===== src/rtl/sllm_pkg.sv =====
// Shared types, constants and helpers for the static linked-list manager.
package sllm_pkg;

  localparam int unsigned DEPTH      = 16;
  localparam int unsigned DATA_WIDTH = 32;
  localparam int unsigned IDX_W      = $clog2(DEPTH);
  localparam int unsigned NODE_W     = 4;
  localparam int unsigned OUT_W      = 32;

  typedef enum logic [1:0] {
    FUNC_NEW    = 2'd0,
    FUNC_INSERT = 2'd1,
    FUNC_DELETE = 2'd2,
    FUNC_READ   = 2'd3
  } func_e;

  typedef enum logic [1:0] {
    STS_OK      = 2'd0,
    STS_NO_FREE = 2'd1,
    STS_NO_SUCC = 2'd2
  } status_e;

  typedef enum logic [3:0] {
    OP_NONE,
    OP_LOAD,
    OP_FETCH,
    OP_NEW,
    OP_INS_NEW,
    OP_INS_POS,
    OP_DEL_POS,
    OP_DEL_FREE,
    OP_READ,
    OP_ERR_FULL,
    OP_ERR_NOSUCC
  } op_e;

  typedef struct packed {
    logic             vld;
    logic [IDX_W-1:0] idx;
  } link_t;

  typedef struct packed {
    op_e  op;
    logic fin;
  } cmd_t;

  typedef struct packed {
    logic fh_vld;
    logic la_vld;
  } dp_sts_t;

  // Link value of an entry that was never written: chain to the next node.
  function automatic link_t rst_link(logic [IDX_W-1:0] a);
    link_t l;
    l.vld = (32'(a) + 32'd1 < 32'(DEPTH));
    l.idx = l.vld ? IDX_W'(a + 1'b1) : '0;
    return l;
  endfunction

  // Reduce the 4-bit position into the pool by repeated subtraction.
  function automatic logic [IDX_W-1:0] pos_mod(logic [NODE_W-1:0] p);
    logic [NODE_W:0] v;
    v = {1'b0, p};
    if (DEPTH < 16) begin
      for (int k = 0; k < 8; k++) begin
        if (32'(v) >= 32'(DEPTH)) v = v - (NODE_W+1)'(DEPTH);
      end
    end
    return IDX_W'(v);
  endfunction

endpackage


===== src/rtl/sllm_ctrl.sv =====
// Command sequencer for the linked-list manager.
module sllm_ctrl (
  input  logic             clk_i,
  input  logic             rst_ni,
  input  logic             start,
  input  logic [1:0]       func_i,
  input  sllm_pkg::dp_sts_t sts_i,
  output sllm_pkg::cmd_t   cmd_o,
  output logic             busy
);
  import sllm_pkg::*;

  typedef enum logic [5:0] {
    ST_IDLE = 6'b000001,
    ST_READ = 6'b000010,
    ST_INS2 = 6'b000100,
    ST_DEL1 = 6'b001000,
    ST_DEL2 = 6'b010000,
    ST_DEL3 = 6'b100000
  } state_e;

  state_e state_q, state_d;
  func_e  func_q;

  always_ff @(posedge clk_i or negedge rst_ni) begin
    if (!rst_ni) begin
      state_q <= ST_IDLE;
      func_q  <= FUNC_NEW;
    end else begin
      state_q <= state_d;
      if (state_q == ST_IDLE && start) func_q <= func_e'(func_i);
    end
  end

  always_comb begin
    state_d   = state_q;
    cmd_o.op  = OP_NONE;
    cmd_o.fin = 1'b0;
    case (state_q)
      ST_IDLE: begin
        if (start) begin
          cmd_o.op = OP_LOAD;
          state_d  = ST_READ;
        end
      end
      ST_READ: begin
        case (func_q)
          FUNC_NEW: begin
            cmd_o.op  = sts_i.fh_vld ? OP_NEW : OP_ERR_FULL;
            cmd_o.fin = 1'b1;
            state_d   = ST_IDLE;
          end
          FUNC_INSERT: begin
            if (sts_i.fh_vld) begin
              cmd_o.op = OP_INS_NEW;
              state_d  = ST_INS2;
            end else begin
              cmd_o.op  = OP_ERR_FULL;
              cmd_o.fin = 1'b1;
              state_d   = ST_IDLE;
            end
          end
          FUNC_DELETE: begin
            if (sts_i.la_vld) begin
              // fetch the link of the node being unlinked
              cmd_o.op = OP_FETCH;
              state_d  = ST_DEL1;
            end else begin
              cmd_o.op  = OP_ERR_NOSUCC;
              cmd_o.fin = 1'b1;
              state_d   = ST_IDLE;
            end
          end
          default: begin
            cmd_o.op  = OP_READ;
            cmd_o.fin = 1'b1;
            state_d   = ST_IDLE;
          end
        endcase
      end
      ST_INS2: begin
        cmd_o.op  = OP_INS_POS;
        cmd_o.fin = 1'b1;
        state_d   = ST_IDLE;
      end
      ST_DEL1: begin
        cmd_o.op = OP_DEL_POS;
        state_d  = ST_DEL2;
      end
      ST_DEL2: begin
        cmd_o.op  = OP_DEL_FREE;
        cmd_o.fin = 1'b1;
        state_d   = ST_IDLE;
      end
      default: begin
        state_d = ST_IDLE;
      end
    endcase
  end

  assign busy = (state_q != ST_IDLE);

endmodule


===== src/rtl/sllm_dp.sv =====
// Node pool memories, free-list head and result registers.
module sllm_dp (
  input  logic                       clk_i,
  input  logic                       rst_ni,
  input  sllm_pkg::cmd_t             cmd_i,
  input  logic [3:0]                 position_i,
  input  logic signed [31:0]         write_data_i,
  output sllm_pkg::dp_sts_t          sts_o,
  output logic                       done_o,
  output logic [1:0]                 status_o,
  output logic [3:0]                 node_index_o,
  output logic signed [31:0]         read_data_o,
  output logic [3:0]                 next_index_o,
  output logic                       has_next_o
);
  import sllm_pkg::*;

  link_t                  lnk_mem [DEPTH];
  logic [DATA_WIDTH-1:0]  dat_mem [DEPTH];
  logic [DEPTH-1:0]       wr_q;

  link_t                  fh_q, fh_d;
  link_t                  rd_a_q, rd_b_q;
  logic signed [DATA_WIDTH-1:0] dat_q;
  logic [IDX_W-1:0]       pos_q, pos_in;
  logic signed [31:0]     wd_q;

  logic                   lnk_we, dat_we, rd_b_en;
  logic [IDX_W-1:0]       lnk_wa, rd_b_addr;
  link_t                  lnk_wd;

  logic                   done_q;
  logic [1:0]             status_q, status_d;
  logic [NODE_W-1:0]      node_q, next_q, node_d, next_d;
  logic signed [OUT_W-1:0] rdata_q, rdata_d;
  logic                   hn_q, hn_d;

  assign pos_in = pos_mod(position_i);

  always_comb begin
    lnk_we    = 1'b0;
    dat_we    = 1'b0;
    lnk_wa    = fh_q.idx;
    lnk_wd    = '0;
    fh_d      = fh_q;
    rd_b_en   = 1'b0;
    rd_b_addr = fh_q.idx;
    case (cmd_i.op)
      OP_LOAD: begin
        rd_b_en = 1'b1;
      end
      OP_FETCH: begin
        rd_b_en   = 1'b1;
        rd_b_addr = rd_a_q.idx;
      end
      OP_NEW: begin
        lnk_we = 1'b1;
        fh_d   = rd_b_q;
      end
      OP_INS_NEW: begin
        lnk_we = 1'b1;
        lnk_wd = rd_a_q;
        dat_we = 1'b1;
      end
      OP_INS_POS: begin
        lnk_we     = 1'b1;
        lnk_wa     = pos_q;
        lnk_wd.vld = 1'b1;
        lnk_wd.idx = fh_q.idx;
        fh_d       = rd_b_q;
      end
      OP_DEL_POS: begin
        lnk_we = 1'b1;
        lnk_wa = pos_q;
        lnk_wd = rd_b_q;
      end
      OP_DEL_FREE: begin
        lnk_we   = 1'b1;
        lnk_wa   = rd_a_q.idx;
        lnk_wd   = fh_q;
        fh_d.vld = 1'b1;
        fh_d.idx = rd_a_q.idx;
      end
      default: begin
      end
    endcase
  end

  // Memories: one write port, registered reads.
  always_ff @(posedge clk_i) begin
    if (lnk_we) lnk_mem[lnk_wa] <= lnk_wd;
    if (dat_we) dat_mem[fh_q.idx] <= DATA_WIDTH'(64'(wd_q));
    if (cmd_i.op == OP_LOAD) begin
      rd_a_q <= wr_q[pos_in] ? lnk_mem[pos_in] : rst_link(pos_in);
      dat_q  <= dat_mem[pos_in];
      pos_q  <= pos_in;
      wd_q   <= write_data_i;
    end
    if (rd_b_en) begin
      rd_b_q <= wr_q[rd_b_addr] ? lnk_mem[rd_b_addr] : rst_link(rd_b_addr);
    end
  end

  always_ff @(posedge clk_i or negedge rst_ni) begin
    if (!rst_ni) begin
      wr_q       <= '0;
      fh_q.vld   <= 1'b1;
      fh_q.idx   <= '0;
      done_q     <= 1'b0;
    end else begin
      if (lnk_we) wr_q[lnk_wa] <= 1'b1;
      fh_q   <= fh_d;
      done_q <= cmd_i.fin;
    end
  end

  always_comb begin
    status_d = STS_OK;
    node_d   = '0;
    rdata_d  = '0;
    next_d   = '0;
    hn_d     = 1'b0;
    case (cmd_i.op)
      OP_NEW, OP_INS_POS: begin
        node_d = NODE_W'(fh_q.idx);
      end
      OP_DEL_FREE: begin
        node_d = NODE_W'(rd_a_q.idx);
      end
      OP_READ: begin
        node_d  = NODE_W'(pos_q);
        rdata_d = OUT_W'(64'(dat_q));
        hn_d    = rd_a_q.vld;
        next_d  = rd_a_q.vld ? NODE_W'(rd_a_q.idx) : '0;
      end
      OP_ERR_FULL: begin
        status_d = STS_NO_FREE;
      end
      OP_ERR_NOSUCC: begin
        status_d = STS_NO_SUCC;
      end
      default: begin
      end
    endcase
  end

  // Result registers, loaded on the last step of a command.
  always_ff @(posedge clk_i) begin
    if (cmd_i.fin) begin
      status_q <= status_d;
      node_q   <= node_d;
      rdata_q  <= rdata_d;
      next_q   <= next_d;
      hn_q     <= hn_d;
    end
  end

  assign sts_o.fh_vld = fh_q.vld;
  assign sts_o.la_vld = rd_a_q.vld;
  assign done_o       = done_q;
  assign status_o     = status_q;
  assign node_index_o = node_q;
  assign read_data_o  = rdata_q;
  assign next_index_o = next_q;
  assign has_next_o   = hn_q;

endmodule


===== src/rtl/static_linked_list_manager_top.sv =====
// Top level of the static linked-list manager: sequencer plus node-pool datapath.
// A command is taken when start is high and busy is low. new_list, read_node and
// any command that fails run the load and read steps; insert_after adds a link step,
// and delete_after the dependent fetch of the unlinked node and a step to free it,
// as the link memory has a single write port and registered reads. The result
// appears on the output ports for exactly one cycle with done_o high, the cycle
// after the command finishes; it cannot be held off, so capture it on done_o.
// busy is already low in that cycle, so the next command may start at once.
module static_linked_list_manager_top (
  input  logic               clk_i,
  input  logic               rst_ni,
  input  logic               start,
  output logic               busy,
  input  logic [1:0]         func_i,
  input  logic [3:0]         position_i,
  input  logic signed [31:0] write_data_i,
  output logic               done_o,
  output logic [1:0]         status_o,
  output logic [3:0]         node_index_o,
  output logic signed [31:0] read_data_o,
  output logic [3:0]         next_index_o,
  output logic               has_next_o
);
  import sllm_pkg::*;

  cmd_t    cmd;
  dp_sts_t sts;

  sllm_ctrl u_ctrl (
    .clk_i  (clk_i),
    .rst_ni (rst_ni),
    .start  (start),
    .func_i (func_i),
    .sts_i  (sts),
    .cmd_o  (cmd),
    .busy   (busy)
  );

  sllm_dp u_dp (
    .clk_i        (clk_i),
    .rst_ni       (rst_ni),
    .cmd_i        (cmd),
    .position_i   (position_i),
    .write_data_i (write_data_i),
    .sts_o        (sts),
    .done_o       (done_o),
    .status_o     (status_o),
    .node_index_o (node_index_o),
    .read_data_o  (read_data_o),
    .next_index_o (next_index_o),
    .has_next_o   (has_next_o)
  );

endmodule

===== config.mk =====
export PLATFORM = sky130hd
export DESIGN_NAME = static_linked_list_manager_top
export DESIGN_NICKNAME = d
export VERILOG_FILES = /design/src/rtl/sllm_pkg.sv /design/src/rtl/sllm_ctrl.sv /design/src/rtl/sllm_dp.sv /design/src/rtl/static_linked_list_manager_top.sv
export SDC_FILE = /design/constraint.sdc
export NUM_CORES = 1
export LEC_CHECK = 0
export BUFFER_PORTS_ARGS = -buffer_cell sky130_fd_sc_hd__buf_4
export CELL_PAD_IN_SITES_DETAIL_PLACEMENT = 1
export CELL_PAD_IN_SITES_GLOBAL_PLACEMENT = 1
export CORE_MARGIN = 2
export CORE_UTILIZATION = 32
export DETAILED_ROUTE_END_ITERATION = 10
export PLACE_DENSITY_LB_ADDON = 0.1
export SYNTH_ARGS = -nofsm -noshare
export SYNTH_HDL_FRONTEND = slang
export SYNTH_HIERARCHICAL = 1
export SYNTH_SLANG_ARGS = --single-unit

===== constraint.sdc =====
create_clock -name clk_i -period 11.3 [get_ports clk_i]
set_input_delay 1.695 -clock clk_i [delete_from_list [all_inputs] [get_ports clk_i]]
set_output_delay 1.695 -clock clk_i [all_outputs]
set_load 0.01 [all_outputs]

# Word-level counts from Yosys, hierarchy flattened
# Memory sizes are Yosys's and may differ from the RTL's. A register that Yosys moved wholly into a read port is not among the register bits.
# Index checks and enable logic that the tools add are counted.
# Widths: inputs -> output; s select.
[totals]
word_cells = 96
mem_count = 2
output_inout_bits = 45
ramBits = 592
ff_bits = 119
[mem_list]
columns = ["memory", "depth", "word_bits", "rd", "rd_clocked_by_memory_dff", "write_ports", "line", "text"]
rows = [
  ["u_dp.dat_mem", 16, 32, 1, 1, 1, "sllm_dp.sv:19", "logic [DATA_WIDTH-1:0] dat_mem [DEPTH];"],
  ["u_dp.lnk_mem", 16, 5, 2, 0, 1, "sllm_dp.sv:18", "link_t lnk_mem [DEPTH];"],
]
[op_classes]
add_sub_neg = 4
n_eq_ne = 19
bitwise_logic = 1
mux = 37
n_reduce_logical = 10
order_cmp = 6
[op_table]
columns = ["cell", "count"]
rows = [
  ["$lt 32x5->1 const B", 2],
  ["$mux 4", 7],
  ["$pmux 4 s5", 1],
  ["$pmux 5 s4", 1],
  ["$pmux 6 s3", 1],
  ["$eq 4x3->1 const B", 4],
  ["$or 16x16->16", 1],
  ["$lt 4x5->1 const B", 3],
  ["$pmux 5 s3", 1],
  ["$mux 1", 13],
  ["$eq 4x4->1 const B", 3],
  ["$pmux 4 s3", 1],
  ["$pmux 6 s2", 1],
  ["$add 4x1->5 const B", 2],
  ["$mux 5", 2],
  ["$pmux 5 s2", 1],
  ["$add 4x1->4 const B", 2],
  ["$bmux 1 s4", 2],
  ["$eq 4x2->1 const B", 2],
  ["$pmux 4 s2", 1],
  ["$reduce_or 2->1", 4],
  ["$eq 6x1->1 const B", 1],
  ["$eq 6x2->1 const B", 1],
  ["$eq 6x3->1 const B", 1],
  ["other kinds (18)", 19],
]

# Depth between registers and ports, before layout
[depth]
ltp_word = 11
mapped_depth = 15

# Cells and area by module
# Netlist, hierarchy kept.
[modules_own_cells]
columns = ["module", "n_inst", "area_per_inst_um2", "seq_area_each_um2", "cells_per_inst"]
rows = [
  ["sllm_dp", 1, 28856.4, 21962.3, 1373],
  ["sllm_ctrl", 1, 461.7, 176.4, 52],
]

# Worst setup path after synthesis
# No wires, ideal clock.
[synth_timing]
path_type = "input -> register"
startpoint = "input start"
endpoint = "register u_dp.dat_q[0] (read register of u_dp.dat_mem) (enable)"
path_stages = 5
setup_ns = 0.594
arrival_time_ns = 7.482
setup_slack_ns = 3.224
path_cell_list = "nand4_1 > o311ai_1 > clkbuf_1 > nand2b_1 > nor3_1"
[synth_lines]
columns = ["element", "line", "text"]
rows = [
  ["start: declaration", "static_linked_list_manager_top.sv:12", "input logic start,"],
  ["end: declaration", "sllm_dp.sv:24", "logic signed [DATA_WIDTH-1:0] dat_q;"],
]

==> impl_results.md <==
- Worst Setup SP: start
- Synth cell types: 57
- Worst Tran Pin Value: 1.18 ns
- Clock latency on the worst-skew pair: 0.64 ns
- Sw power: 1990 µW
- Worst hold start: u_dp/dat_q[30]
- Clock Skew: 0.0232 ns
- Final worst path period share: 41.6%
- Clock transition at path regs: 0.06 ns
- Gp weighted congestion: 0.824
- Rows: 111
- # IOs: 86
- Initial core utilization: 32.1%
- Post-DR wirelength/cell: 27.5 µm
- Leak: 0.0111 µW
- Placed Cells incl. Taps: 2,659
- Die Area: 94,100 µm²
- Worst path cell trace: buf_4 > nand4_1 > o311ai_4 > buf_4 > nor4b_4 > mux2i_4 > buf_4 > mux2i_1 > o22ai_1 > a311oi_2 > nor2_2 > mux2_4
- Yosys warns: 6
- Core Box Area: 91,200 µm²
- Antenna Nets Post-Route: 0
- Sequential area share after synthesis: 75.5%
- Pwr per Cell Area: 216 nW/µm²
- Most frequent CP cell: buf_4
- Reg-to-reg startpoint: u_ctrl/state_q[3]
- CP Class: in -> reg
- Die height: 307 µm
- Final WL: 77,500 µm
- Ys flop type: edfxtp_1
- Synthesized Nets: 1,472
- Pint: 5440 µW
- Critical path launch point type: primary input
- Fmax: 0.213 GHz
- Via Count: 14,400
- Post-layout util: 37.8%
- Synth Register Bits: 742
- Cts bufs inserted: 85
- Post-Syn Area per Cell: 20.6 µm²
- Vias per Instance: 5.11
- Largest net degree at the start of global routing: 92
- Status: complete, no violations
- Post-route insts no fill: 2,814
- CTS Root Cell: clkbuf_16
- Seq pwr share: 48.8%
- Ant diodes: 0
- Global-route wire length before repair: 113,000 µm
- Post-synth EDFFs: 713
- Critical Path Fanout Max: 32
- CTS tree: yes
- Critical Path RT: 11.67 ns
- Fin crit period: 4.70 ns
- H-tree levels: 3
- Layout cell share with drive strength beyond 1: 30.9%
- Port Buffers: 85
- Ys async rst share: 3.91%
- Switch share: 26.8%
- Logic pwr share: 13.1%
- Fin area: 34,500 µm²
- DR pass1 iterations: 5
- Antenna violations before repair: 3
- Dpl cell area: 31,600 µm²
- DRC violation count after routing: 0
- RSZ-0062 raised after global routing: false
- Slowest CP cell: nor4b_4
- Final Hold Vio Count: 0
- Max Buffers Root-to-Sink: 3
- Total Nets Final: 1,607
- # resized after CTS: 0
- Min-delay worst type: reg -> reg
- Clk network pwr share: 38.1%
- Area Growth Syn to Fin: 17.6%
- Mapped cell area: 29,300 µm²
- Total of max-cap violations: 0
- Slew Viols, Final: 0
- Die X-Extent: 307 µm
- Sink Count: 742
- Slew Limit Headroom: 20.8%
- Setup-failing EPs final: 0
- Min Hold Slack: 0.516 ns
- All-Layer GR Usage: 16.7%
- Mapped Cells: 1,425
- Peak VDD IR: 0.127 mV
- Crit end category: register
- Vias in the first global route: 15,700
- Worst path max stage delay: 0.62 ns
- Initial DRC Count: 1,158
- Setup TNS: 0 ns
- Hold Buf Count CTS: 0
- Hpwl dp: 42,300 µm
- Critical path arrival: 5.07 ns
- Total gr overflow: 0
- # Post-CTS Setup Buffers: 0
-- flip-flops by register name, indices dropped and copies added, names as in the netlist, 4 cells and up --
register,count
u_dp/dat_mem,512
u_dp/lnk_mem,80
u_dp/dat_q,32
u_dp/read_data_o,32
u_dp/wd_q,32
u_dp/wr_q,16
u_ctrl/state_q,5
u_dp/rd_b_q,5
u_dp/fh_q,4
u_dp/next_index_o,4
u_dp/node_index_o,4
u_dp/pos_q,4
u_dp/rd_a_q,4
-- power by group through the flow --
stage               logic [µW]  registers, µW  clock network [µW]
global route              1070           3660                3030
finish                     976           3630                2830
CTS                        995           3630                2920
global placement           987           3670                   0
floorplan                  649           3580                   0
detailed placement         993           3690                   0
-- layout make-up --
cell class              instances  area (µm²)
well taps                    1186        1480
inverters                      12        45.0
multi-input cells             597        6990
fillers                      8717       56800
clock inverters                57         678
repair buffers                122         940
flip-flops and latches        742       22100
clock buffers                  98        2200
-- path summary, 6_finish.rpt --
path	endpoint	slack, ns	cells after the start
max in group asynchronous	u_ctrl/state_q[0]	9.95	1
min reg2reg	u_dp/read_data_o[30]	0.52	1
max	u_dp/rd_b_q[2]	6.60	12
min in group asynchronous	u_dp/wr_q[2]	0.99	1
max reg2reg	u_dp/dat_mem[5][23]	6.66	9
min	u_dp/read_data_o[30]	0.52	1
-- stage by stage --
| step | setup slack, ns | power (µW) |
|---|---|---|
| 3_3_place_gp | 6.07 | 4660 |
| 6_report | 6.60 | 7440 |
| 5_1_grt | 6.39 | 7750 |
| 4_1_cts | 6.60 | 7550 |
| 3_5_place_dp | 5.96 | 4680 |
| 2_1_floorplan | 3.22 | 4230 |
-- critical path, delay by kind of cell --
kind,cells,cell delay (ns)
multiplexers,3,0.93
buffers and inverters,3,0.76
AND/OR/NAND/NOR,3,0.99
AO/OA/AOI/OAI,3,0.68
-- cells by family (layout without fill, tap and decap cells) --
logic type	count (synthesis)	after routing	synth area share, %
flip-flops	742	742	75.5
AND/OR/NAND/NOR	262	262	4.52
multiplexers	235	235	16.3
AO/OA/AOI/OAI	90	90	2.12
buffers and inverters	86	289	1.21
adder cells (fa/ha/maj)	6	6	0.256
XOR/XNOR	4	4	0.119
-- per-layer routing --
layer | vias to the layer above | share of wire (%) | global-route usage (%)
met5 | - | 0 | 0
met4 | 0 | 1.9 | 4.57
met3 | 98 | 4.7 | 2.75
met2 | 333 | 48 | 26.9
met1 | 7805 | 45 | 23.4
li1 | 6155 | - | -
-- synth_stat cells, types with 12 or more instances --
cell / n / area share (%)
nor3_1: 15 / 0.26
o21ai_0: 12 / 0.20
nand3_1: 25 / 0.43
a21oi_1: 17 / 0.29
nor2_1: 57 / 0.73
or2_2: 15 / 0.32
dfrtp_1: 27 / 2.3
edfxtp_1: 713 / 73
nand2_1: 63 / 0.81
clkbuf_1: 36 / 0.46
mux4_2: 189 / 15
mux2i_1: 29 / 0.99
o22ai_1: 12 / 0.26
buf_1: 24 / 0.31
and2_1: 37 / 0.79
-- cell usage in the layout, fill, tap and decap left out, types with 4 or more instances in the layout --
cell type / netlist / final
o22ai_1: 12 / 12
mux4_2: 189 / 189
nor2b_1: 11 / 11
a32oi_1: 9 / 9
and3_1: 5 / 5
a21oi_1: 17 / 17
nor3_2: 0 / 6
bufinv_16: 0 / 13
clkbuf_16: 0 / 86
nor3_1: 15 / 9
and2_1: 37 / 37
inv_1: 10 / 10
clkinv_1: 0 / 17
mux2_4: 4 / 4
edfxtp_1: 713 / 713
a31oi_1: 7 / 7
mux2_2: 11 / 11
o21ai_0: 12 / 12
clkbuf_1: 36 / 12
nand4_1: 10 / 10
buf_4: 3 / 119
nand2_1: 63 / 63
nor2_1: 57 / 45
ha_1: 6 / 6
nor3b_1: 4 / 4
a211oi_1: 9 / 9
clkinv_2: 0 / 14
nor2_4: 0 / 12
clkinv_4: 0 / 4
xnor2_1: 4 / 4
dfrtp_1: 27 / 27
mux2i_1: 29 / 28
nand3_1: 25 / 25
or2_2: 15 / 15
nand2b_1: 8 / 8
Note: power is estimated with default switching activity, not from simulation.
